## src/hw/rtl/mtp_pkg.sv

```systemverilog
// Shared types, constants and helpers for the melody tone player.
`timescale 1ns / 1ps
`default_nettype none

package mtp_pkg;

  // Field widths
  localparam int unsigned NOTE_IDX_W = 6;
  localparam int unsigned FREQ_W     = 15;
  localparam int unsigned DUR_W      = 16;
  localparam int unsigned LEN_W      = 7;
  localparam int unsigned AMP_W      = 15;
  localparam int unsigned SAMPLE_W   = 16;
  localparam int unsigned PHASE_W    = 32;

  // Sine phase resolution (log2 of grid points per period)
  localparam int unsigned SINE_LOG2 = 10;
  localparam logic [PHASE_W-1:0] PHASE_MASK =
    ~((32'd1 << (PHASE_W - SINE_LOG2)) - 32'd1);

  // Request kinds
  localparam logic [1:0] KIND_TICK  = 2'd0;
  localparam logic [1:0] KIND_WRITE = 2'd1;
  localparam logic [1:0] KIND_START = 2'd2;
  localparam logic [1:0] KIND_STOP  = 2'd3;

  // Sound profiles (code 3 plays as sine)
  localparam logic [1:0] PROF_SINE   = 2'd0;
  localparam logic [1:0] PROF_RADIO  = 2'd1;
  localparam logic [1:0] PROF_SQUARE = 2'd2;

  // Configuration register indexes
  localparam int unsigned CFG_IDX_W  = 1;
  localparam int unsigned CFG_DATA_W = 15;
  localparam logic [CFG_IDX_W-1:0] CFG_PROFILE   = 1'b0;
  localparam logic [CFG_IDX_W-1:0] CFG_AMPLITUDE = 1'b1;

  localparam logic [1:0]        PROF_RESET = PROF_SINE;
  localparam logic [AMP_W-1:0]  AMP_RESET  = 15'd32767;

  // Q30 quarter-wave sine polynomial
  localparam logic [31:0] Q30_ONE = 32'd1073741824;
  localparam logic [31:0] SIN_A1  = 32'd1686629713;
  localparam logic [31:0] SIN_A3  = 32'd693598668;
  localparam logic [31:0] SIN_A5  = 32'd85569306;
  localparam logic [31:0] SIN_A7  = 32'd5026995;
  localparam logic [31:0] SIN_A9  = 32'd172273;

  // floor(x / 5) == (x * 52429) >> 18 for any 15-bit x
  localparam logic [15:0] DIV5_RECIP = 16'd52429;

  typedef struct packed {
    logic [1:0]            kind;
    logic                  ms_tick;
    logic [NOTE_IDX_W-1:0] note_index;
    logic [FREQ_W-1:0]     note_frequency;
    logic [DUR_W-1:0]      note_duration_ms;
    logic [LEN_W-1:0]      melody_length;
  } in_item_t;

  typedef struct packed {
    logic signed [SAMPLE_W-1:0] sample;
    logic                       playing;
  } out_item_t;

  typedef enum logic [2:0] {
    MUL_X2,
    MUL_H9,
    MUL_H7,
    MUL_H5,
    MUL_H3,
    MUL_H1,
    MUL_AMP
  } mul_step_t;

  typedef struct packed {
    logic      load_item;
    logic      div_init;
    logic      div_step;
    logic      ram_wr;
    logic      start;
    logic      stop;
    logic      halt;
    logic      el_step;
    logic      adv;
    logic      el_clear;
    logic      rd_cur;
    logic      load_note;
    logic      mul_en;
    mul_step_t mul_sel;
    logic      emit;
  } dp_cmd_t;

  typedef struct packed {
    logic [1:0] kind;
    logic       idx_ok;
    logic       playing;
    logic       cur_over;
    logic       div_last;
    logic       dur_reached;
    logic       note_end;
    logic       note_nz;
    logic       square;
  } dp_status_t;

  // 15-bit profile level: amplitude * 2 / 10
  function automatic logic [AMP_W-1:0] square_level(input logic [AMP_W-1:0] amp);
    logic [30:0] prod;
    prod = 31'(amp) * 31'(DIV5_RECIP);
    return AMP_W'(prod >> 18);
  endfunction

endpackage

`default_nettype wire

```

## src/hw/rtl/mtp_ctrl.sv

```systemverilog
// Controller state machine: sequences requests through the datapath.
`timescale 1ns / 1ps
`default_nettype none

module mtp_ctrl (
  input  wire logic               clk,
  input  wire logic               rst_n,
  input  wire logic               in_valid,
  output logic                    in_ready,
  output logic                    out_valid,
  input  wire logic               out_ready,
  input  wire mtp_pkg::dp_status_t st,
  output mtp_pkg::dp_cmd_t         cmd
);
  import mtp_pkg::*;

  typedef enum logic [3:0] {
    S_IDLE,
    S_DECODE,
    S_DIV,
    S_WR,
    S_DUR,
    S_ADV,
    S_FREQ,
    S_X2,
    S_H9,
    S_H7,
    S_H5,
    S_H3,
    S_H1,
    S_AMP,
    S_EMIT
  } state_t;

  state_t state_r, state_nxt;
  logic   out_valid_r, out_valid_nxt;

  assign out_valid = out_valid_r;

  always_comb begin
    state_nxt     = state_r;
    cmd           = '0;
    in_ready      = 1'b0;
    out_valid_nxt = out_valid_r && !out_ready;
    case (state_r)
      S_IDLE: begin
        in_ready = 1'b1;
        if (in_valid) begin
          cmd.load_item = 1'b1;
          state_nxt     = S_DECODE;
        end
      end
      S_DECODE: begin
        case (st.kind)
          KIND_WRITE: begin
            if (st.idx_ok) begin
              cmd.div_init = 1'b1;
              state_nxt    = S_DIV;
            end else begin
              state_nxt = S_IDLE;
            end
          end
          KIND_START: begin
            cmd.start = 1'b1;
            state_nxt = S_IDLE;
          end
          KIND_STOP: begin
            cmd.stop  = 1'b1;
            state_nxt = S_EMIT;
          end
          default: begin
            if (!st.playing) begin
              state_nxt = S_IDLE;
            end else if (st.cur_over) begin
              cmd.halt  = 1'b1;
              state_nxt = S_IDLE;
            end else begin
              cmd.el_step = 1'b1;
              cmd.rd_cur  = 1'b1;
              state_nxt   = S_DUR;
            end
          end
        endcase
      end
      S_DIV: begin
        cmd.div_step = 1'b1;
        if (st.div_last) begin
          state_nxt = S_WR;
        end
      end
      S_WR: begin
        cmd.ram_wr = 1'b1;
        state_nxt  = S_IDLE;
      end
      S_DUR: begin
        if (st.dur_reached) begin
          cmd.adv   = 1'b1;
          state_nxt = S_ADV;
        end else begin
          state_nxt = S_FREQ;
        end
      end
      S_ADV: begin
        if (st.note_end) begin
          cmd.halt  = 1'b1;
          state_nxt = S_IDLE;
        end else begin
          cmd.el_clear = 1'b1;
          cmd.rd_cur   = 1'b1;
          state_nxt    = S_FREQ;
        end
      end
      S_FREQ: begin
        cmd.load_note = 1'b1;
        if (!st.note_nz || st.square) begin
          state_nxt = S_EMIT;
        end else begin
          state_nxt = S_X2;
        end
      end
      S_X2: begin
        cmd.mul_en  = 1'b1;
        cmd.mul_sel = MUL_X2;
        state_nxt   = S_H9;
      end
      S_H9: begin
        cmd.mul_en  = 1'b1;
        cmd.mul_sel = MUL_H9;
        state_nxt   = S_H7;
      end
      S_H7: begin
        cmd.mul_en  = 1'b1;
        cmd.mul_sel = MUL_H7;
        state_nxt   = S_H5;
      end
      S_H5: begin
        cmd.mul_en  = 1'b1;
        cmd.mul_sel = MUL_H5;
        state_nxt   = S_H3;
      end
      S_H3: begin
        cmd.mul_en  = 1'b1;
        cmd.mul_sel = MUL_H3;
        state_nxt   = S_H1;
      end
      S_H1: begin
        cmd.mul_en  = 1'b1;
        cmd.mul_sel = MUL_H1;
        state_nxt   = S_AMP;
      end
      S_AMP: begin
        cmd.mul_en  = 1'b1;
        cmd.mul_sel = MUL_AMP;
        state_nxt   = S_EMIT;
      end
      S_EMIT: begin
        if (!out_valid_r || out_ready) begin
          cmd.emit      = 1'b1;
          out_valid_nxt = 1'b1;
          state_nxt     = S_IDLE;
        end
      end
      default: begin
        state_nxt = S_IDLE;
      end
    endcase
  end

  always_ff @(posedge clk) begin
    if (!rst_n) begin
      state_r     <= S_IDLE;
      out_valid_r <= 1'b0;
    end else begin
      state_r     <= state_nxt;
      out_valid_r <= out_valid_nxt;
    end
  end

endmodule

`default_nettype wire

```

## config.mk

```make
export PLATFORM = sky130hd
export DESIGN_NAME = mtp_ctrl
export DESIGN_NICKNAME = d
export VERILOG_FILES = /design/src/hw/rtl/mtp_pkg.sv /design/src/hw/rtl/mtp_ctrl.sv
export SDC_FILE = /design/constraint.sdc
export NUM_CORES = 1
export LEC_CHECK = 0
export BUFFER_PORTS_ARGS = -buffer_cell sky130_fd_sc_hd__buf_2
export CAP_MARGIN = 10
export CORE_MARGIN = 2
export CORE_UTILIZATION = 37
export CTS_CLUSTER_DIAMETER = 80
export DETAILED_ROUTE_END_ITERATION = 8
export PLACE_DENSITY = 0.74
export SETUP_SLACK_MARGIN = 0.5
export SLEW_MARGIN = 20
export SYNTH_ARGS = -nofsm -noshare
export SYNTH_HDL_FRONTEND = slang
export SYNTH_SLANG_ARGS = --single-unit
```

## constraint.sdc

```tcl
create_clock -name clk -period 1.3 [get_ports clk]
set_input_delay 0.065 -clock clk [delete_from_list [all_inputs] [get_ports clk]]
set_output_delay 0.065 -clock clk [all_outputs]
set_load 0.1 [all_outputs]
```

==> results of run 1 <==
==> metrics by stage <==
| stage | cell area (um^2) | cells | hold slack [ns] |
|---|---|---|---|
| 2_1_floorplan | 652 | 73 | 0.185 |
| 3_3_place_gp | 1220 | 135 | 0.335 |
| 3_5_place_dp | 1220 | 135 | 0.340 |
==> cells by family after synthesis <==
family	Yosys count	synth area share, %
AND/OR/NAND/NOR	43	49.8
flip-flops	5	19.0
multiplexers	1	1.90
AO/OA/AOI/OAI	16	23.0
buffers and inverters	8	6.40
==> synth_stat cells (3+ instances only) <==
cell,instances
and2_1,4
buf_2,3
dfxtp_1,5
inv_1,4
nand2_1,5
nand2b_1,5
nor2_1,9
nor3_1,5
==> results.sh, run 1 <==
export IMPL_ys_seq_area_share_pct=19.0
export IMPL_port_buffers=32
export IMPL_cts_hold_fix_buffers=0
export IMPL_synth_top_area_cell="dfxtp_1"
export IMPL_synth_edff_count=0
export IMPL_ys_async_sr_fraction_pct=0
export IMPL_postCtsSetupRepairBufs=12
export IMPL_initial_core_util_pct=40.1
export IMPL_synth_top_area_share_pct=19.0
export IMPL_synth_seq_cells=5
export IMPL_yosys_warnings=0
export IMPL_synthFlopType="dfxtp_1"
export IMPL_status="did not finish"
export IMPL_h_tree_depth=1
export IMPL_routabilityCongestion=0.815
export IMPL_die_h_um=41.8
export IMPL_num_rows=13
export IMPL_synth_fp_nets=87
export IMPL_ys_types=32
export IMPL_fp_dieW_um=41.8
export IMPL_syn_area_per_cell_um2=7.23
export IMPL_cts_resized=41
export IMPL_synthTopCellsByArea="dfxtp_1 (19%), nor2_1 (6.4%), nand2b_1 (5.9%), and2_1 (4.7%), nor3_1 (4.7%)"
export IMPL_tool_error="[ERROR DPL-0038] Utilization greater than 100%, impossible to legalize"
export IMPL_clk_path_buf_depth=2
export IMPL_dp_hpwl_um=1790
export IMPL_cts_buffers=3
export IMPL_cts_root_buf="clkbuf_4"
export IMPL_dp_slack_ns=-0.259
export IMPL_clock_sinks=5
export IMPL_syn_inst=73
export IMPL_syn_area_um2=528
export IMPL_failing_step="4_1_cts"
export IMPL_io_pins=33
==> inputs of run 2 (changes only) <==
- CORE_AREA: not set -> 2 2 63 65
- CORE_MARGIN: 2 -> not set
- CORE_UTILIZATION: 37 -> not set
- CTS_CLUSTER_DIAMETER: 80 -> not set
- DIE_AREA: not set -> 0 0 65 67
- PLACE_DENSITY: 0.74 -> not set
- PLACE_DENSITY_LB_ADDON: not set -> 0.15
- SETUP_SLACK_MARGIN: 0.5 -> not set
- clock period: 1.3 -> 1.7 ns (I/O delays scaled with it)
==> run 2 against run 1 <==
The flow now finishes, with violations (negative setup slack). Area after synthesis unchanged. Synthesized cell count did not move.
==> results.sh, run 2 <==
export IMPL_status="finished with violations"
export IMPL_violations="negative setup slack"
export IMPL_h_tree_depth=1
export IMPL_cts_buffers=3
export IMPL_synth_top_cells_by_count="nor2_1 (9), dfxtp_1 (5), nand2_1 (5), nand2b_1 (5), nor3_1 (5)"
export IMPL_clk_pin_slew_ns=0.04
export IMPL_required_ns=1.62
export IMPL_vias=707
export IMPL_grt_pass1_wl_um=3260
export IMPL_drv_slew=0
export IMPL_finalNetCount=130
export IMPL_setup_tns_ns=-0.250
export IMPL_grt_max_degree=12
export IMPL_pwr_share_clk_pct=19.3
export IMPL_hold_viol_final=0
export IMPL_syn_inst=73
export IMPL_internal_power_mw=0.589
export IMPL_utilization_pct=32.9
export IMPL_fin_skew_ns=0.000473
export IMPL_synthFlopType="dfxtp_1"
export IMPL_fmax_mhz=557
export IMPL_largest_reg_flops=4
export IMPL_power_density_mw_per_mm2=964
export IMPL_synth_most_common_cell="nor2_1"
export IMPL_leakage_nw=0.508
export IMPL_syn_area_um2=528
export IMPL_combPwrFrac_pct=67.2
export IMPL_drt_wl_total_um=1930
export IMPL_crit_arrival_ns=1.71
export IMPL_rr_worst_depth=5
export IMPL_cap_violations=0
export IMPL_synthSimpleGateAreaFrac_pct=49.8
export IMPL_hold_path_class="in -> reg"
export IMPL_clk_latency_ns=0.22
export IMPL_io_pins=33
export IMPL_ys_async_sr_fraction_pct=0
export IMPL_irDropWorstVdd_mv=0.335
export IMPL_clock_sinks=5
export IMPL_vias_per_cell=4.34
export IMPL_critical_path_class="reg -> out"
export IMPL_clk_path_buf_depth=2
export IMPL_wire_per_inst_um=11.9
export IMPL_synthTopCellsByArea="dfxtp_1 (19%), nor2_1 (6.4%), nand2b_1 (5.9%), and2_1 (4.7%), nor3_1 (4.7%)"
export IMPL_syn_area_per_cell_um2=7.23
export IMPL_synth_fp_nets=87
export IMPL_p_sw_mw=0.554
export IMPL_area_delta_synth_final_pct=124
export IMPL_die_h_um=67
export IMPL_initial_core_util_pct=14.6
export IMPL_grt_pass1_vias=671
export IMPL_globalRouteOverflowTotal=0
export IMPL_dp_cells=156
export IMPL_synth_top_family_by_area="simple AND/OR/NAND/NOR gates"
export IMPL_regMostFlops="state_r"
export IMPL_finalCritPeriodShare_pct=106
export IMPL_synth_edff_count=0
export IMPL_cts_root_buf="clkbuf_8"
export IMPL_final_cell_mix="buf_12 (16), buf_2 (15), buf_4 (10)"
export IMPL_dieArea_mm2=0.00436
export IMPL_routabilityCongestion=0.710
export IMPL_setup_viol=3
export IMPL_synth_top_area_share_pct=19.0
export IMPL_muxShareOfSynthArea_pct=1.90
export IMPL_start_kind="flip-flop"
export IMPL_cts_hold_fix_buffers=0
export IMPL_synthAdderAreaFrac_pct=0
export IMPL_port_buffers=32
export IMPL_dp_hpwl_um=1610
export IMPL_synth_compound_area_share_pct=23.0
export IMPL_diodes=0
export IMPL_final_common_cell="buf_12"
export IMPL_worst_slew_pin_slew_ns=0.487
export IMPL_synthXorXnorAreaFrac_pct=0
export IMPL_rsz0062_at_grt="yes"
export IMPL_drc=0
export IMPL_cp_max_fo=4
export IMPL_ys_types=32
export IMPL_ant_nets=0
export IMPL_endpoint_kind="primary output"
export IMPL_num_rows=22
export IMPL_core_area_mm2=0.00361
export IMPL_synth_top_area_cell="dfxtp_1"
export IMPL_drive_above_1_share_pct=60.9
export IMPL_drtPass1Iterations=4
export IMPL_min_period_ns=1.80
export IMPL_max_slew_margin_rel_pct=67.8
export IMPL_drtIter0Drc=10
export IMPL_p_seq_share_pct=13.5
export IMPL_yosys_warnings=0
export IMPL_grt_usage_pct=9.51
export IMPL_fp_dieW_um=65
export IMPL_antenna_found_initial=0
export IMPL_layout_setup_ws_ns=-0.0958
export IMPL_synth_seq_cells=5
export IMPL_switching_share_pct=48.5
export IMPL_cts_tree="yes"
export IMPL_ys_seq_area_share_pct=19.0
export IMPL_hold_path_depth=2
export IMPL_final_cells=163
run 2: area by class of cell:
type                    instances  area [um^2]
clock buffers                   4         45.0
fillers                       380         2420
inverters                       4         15.0
multi-input cells              60          482
flip-flops and latches          5          105
well taps                      48         60.1
repair buffers                 42          478
run 2: metrics by stage:
stage / power, mW / hold slack, ns / worst slack [ns] / area, um^2
2_1_floorplan: 0.649 / 0.205 / -1.16 / 609
3_3_place_gp: 0.888 / 0.374 / 0.140 / 1100
3_5_place_dp: 0.892 / 0.372 / 0.124 / 1100
4_1_cts: 1.14 / 0.146 / -0.104 / 1170
5_1_grt: 1.20 / 0.160 / -0.179 / 1180
6_report: 1.14 / 0.153 / -0.0958 / 1180
run 2: repair_timing:
action                                  4_1_cts  5_1_grt
cloned                                        0        0
resized for setup                             2        3
pin swaps                                     2        2
endpoints found under the setup margin        5        6
setup buffers                                 2        1
run 2: path summary, 6_finish.rpt:
path                                               from                 endpoint  slack [ns]
worst max-delay path            state_r[1]$_SDFFE_PN0P_                   cmd[6]        -0.1
worst min-delay path                              rst_n  state_r[2]$_SDFFE_PN0P_        0.15
worst max register to register  state_r[1]$_SDFFE_PN0P_  state_r[2]$_SDFFE_PN0P_        0.09
worst min register to register     out_valid$_SDFF_PN0_     out_valid$_SDFF_PN0_        0.51
run 2: kinds of logic after synthesis:
family	Yosys count
buffers and inverters	8
AND/OR/NAND/NOR	43
multiplexers	1
AO/OA/AOI/OAI	16
flip-flops	5
run 2: power by group through the flow:
stage | combinational, mW | sequential (mW) | clock [mW]
2_1_floorplan | 0.502 | 0.147 | 0
3_3_place_gp | 0.737 | 0.152 | 0
3_5_place_dp | 0.738 | 0.154 | 0
4_1_cts | 0.759 | 0.154 | 0.226
5_1_grt | 0.807 | 0.157 | 0.233
6_report | 0.768 | 0.154 | 0.220
run 2: worst max-delay path: stages (launching register included):
cell and delay, ns:
dfxtp_2 0.32, or4b_4 0.57, nor4_4 0.25, or2_4 0.18, buf_12 0.16
run 2: routing by layer:
metal	up-vias	share of wire (%)	track usage, %	wire, um
met5	-	0	0	0
met4	0	0	1.60	0
met3	0	9.7	2.36	187
met2	32	46	15.3	880
met1	326	45	12.9	865
li1	349	-	-	-
No activity file was read; power rests on OpenSTA's default activity.
==> inputs of run 3 (changes only) <==
- PLACE_DENSITY: not set -> 0.41
- PLACE_DENSITY_LB_ADDON: 0.15 -> not set
==> run 3 against run 2 <==
Sequential power hardly changed. Combinational power down 1%. Sequential share of layout area grew 0.066 points. Power fell by 1.3%. Highest routed layer is now met4. Routed wire length is 4.8% lower. Utilization decreased by 0.24 points. The flow still finishes with violations (negative setup slack). Cell area decreased by 0.74%. Clock power about the same. Setup slack better by 0.0040 ns. Critical path depth did not move. Sequential cell count is the same. Register-to-register slack barely moved.
==> results.sh, run 3 (synthesized netlist as in run 2, its figures left out) <==
export IMPL_layout_setup_ws_ns=-0.0918
export IMPL_violations="negative setup slack"
export IMPL_die_h_um=67
export IMPL_max_slew_margin_rel_pct=67.8
export IMPL_cts_tree="yes"
export IMPL_area_delta_synth_final_pct=123
export IMPL_fp_dieW_um=65
export IMPL_rsz0062_at_grt="yes"
export IMPL_start_kind="flip-flop"
export IMPL_clk_pin_slew_ns=0.04
export IMPL_globalRouteOverflowTotal=0
export IMPL_min_period_ns=1.79
export IMPL_whs_endpoint="state_r[3]$_SDFFE_PN0P_"
export IMPL_clk_path_buf_depth=2
export IMPL_drc=0
export IMPL_wire_per_inst_um=11.4
export IMPL_rr_worst_depth=5
export IMPL_port_buffers=32
export IMPL_largest_reg_flops=4
export IMPL_dieArea_mm2=0.00436
export IMPL_power_density_mw_per_mm2=959
export IMPL_initial_core_util_pct=14.6
export IMPL_core_area_mm2=0.00361
export IMPL_h_tree_depth=1
export IMPL_crit_arrival_ns=1.71
export IMPL_hold_path_class="in -> reg"
export IMPL_irDropWorstVdd_mv=0.198
export IMPL_endpoint_kind="primary output"
export IMPL_cts_buffers=3
export IMPL_fin_skew_ns=0.00213
export IMPL_leakage_nw=0.507
export IMPL_drt_wl_total_um=1840
export IMPL_finalNetCount=129
export IMPL_grt_usage_pct=9.37
export IMPL_setup_viol=3
export IMPL_vias_per_cell=4.21
export IMPL_cts_root_buf="clkbuf_8"
export IMPL_clk_latency_ns=0.22
export IMPL_worst_slew_pin_slew_ns=0.487
export IMPL_io_pins=33
export IMPL_timing_rr_end="state_r[2]$_SDFFE_PN0P_"
export IMPL_fmax_mhz=558
export IMPL_cap_violations=0
export IMPL_grt_max_degree=12
export IMPL_drv_slew=0
export IMPL_hold_start="rst_n"
export IMPL_grt_pass1_wl_um=3150
export IMPL_reg2reg_slack_ns=0.09
export IMPL_status="finished with violations"
export IMPL_drive_above_1_share_pct=58.8
export IMPL_routabilityCongestion=0.717
export IMPL_final_cell_mix="buf_2 (16), buf_12 (16), buf_4 (9)"
export IMPL_dp_cells=156
export IMPL_clock_sinks=5
export IMPL_setup_tns_ns=-0.186
export IMPL_vias=682
export IMPL_drtIter0Drc=14
export IMPL_cp_max_fo=4
export IMPL_dp_hpwl_um=1610
export IMPL_drtPass1Iterations=2
export IMPL_diodes=0
export IMPL_hold_path_depth=2
export IMPL_r2r_start="state_r[3]$_SDFFE_PN0P_"
export IMPL_num_rows=22
export IMPL_finalCritPeriodShare_pct=105
export IMPL_ant_nets=0
export IMPL_required_ns=1.62
export IMPL_final_cells=162
export IMPL_hold_viol_final=0
export IMPL_cts_hold_fix_buffers=0
export IMPL_regMostFlops="state_r"
export IMPL_antenna_found_initial=0
export IMPL_critical_path_class="reg -> out"
export IMPL_grt_pass1_vias=681
## run 3: changes by cell type in the layout (fill, tap and decap cells not counted)
cell,previous run,this run
buf_2,15,16
buf_4,10,9
clkbuf_4,1,0
nand2_1,4,5
nand2_2,1,0
nor3_1,2,3
nor3_2,1,0
nor4b_2,1,0
nor4b_4,0,1
o21ai_0,2,1
o21ai_1,0,1
## run 3: what timing repair did
| action | in CTS | in global routing |
|---|---|---|
| gates resized for setup | 2 | 2 |
| pin swaps | 1 | 2 |
| setup buffers | 1 | 1 |
| endpoints found under the setup margin | 5 | 7 |
## run 3: where the power goes
part	switching, mW	internal, mW
clock network	0.0568	0.161
logic	0.474	0.283
registers	0.0162	0.137
total	0.547	0.581
## run 3: metal layers
| layer | track usage, % | vias up | routed length, um |
|---|---|---|---|
| li1 | - | 352 | - |
| met1 | 10.5 | 316 | 721 |
| met2 | 16.1 | 12 | 1020 |
| met3 | 2.53 | 2 | 77 |
| met4 | 5.05 | 0 | 23 |
| met5 | 0 | - | 0 |
## run 3: how the worst max path moves through the flow
stage                     cells past startpoint  slack (ns)                       to                    start
after floorplan                               4       -1.16  state_r[2]$_SDFFE_PN0P_  state_r[1]$_SDFFE_PN0P_
after global placement                        4        0.15                   cmd[6]  state_r[1]$_SDFFE_PN0P_
after detailed placement                      4        0.12                   cmd[6]  state_r[0]$_SDFFE_PN0P_
after CTS                                     4        -0.1                   cmd[6]  state_r[3]$_SDFFE_PN0P_
after global routing                          4       -0.14                   cmd[6]  state_r[1]$_SDFFE_PN0P_
final                                         4       -0.09                   cmd[6]  state_r[1]$_SDFFE_PN0P_
## run 3: layout make-up
cell class              instances  area (um^2)
fillers                       394         2430
multi-input cells              60          483
repair buffers                 41          468
flip-flops and latches          5          105
well taps                      48         60.1
clock buffers                   4         45.0
inverters                       4         15.0
## run 3: through the flow
stage          hold slack, ns  setup WS [ns]  power [mW]  area (um^2)  util (%)
2_1_floorplan           0.205          -1.16       0.649          609         -
6_report                0.142        -0.0918        1.13         1180      32.6
5_1_grt                 0.138         -0.137        1.19         1180      32.6
3_5_place_dp            0.374          0.123       0.889         1100      30.6
4_1_cts                 0.141        -0.0978        1.13         1160      32.2
3_3_place_gp            0.367          0.145       0.885         1100      30.6
## run 3: worst max-delay path, cell delays in order, from the launching register on
cell and delay [ns]:
dfxtp_2 0.32, or4b_4 0.57, nor4_4 0.24, or2_4 0.18
buf_12 0.17
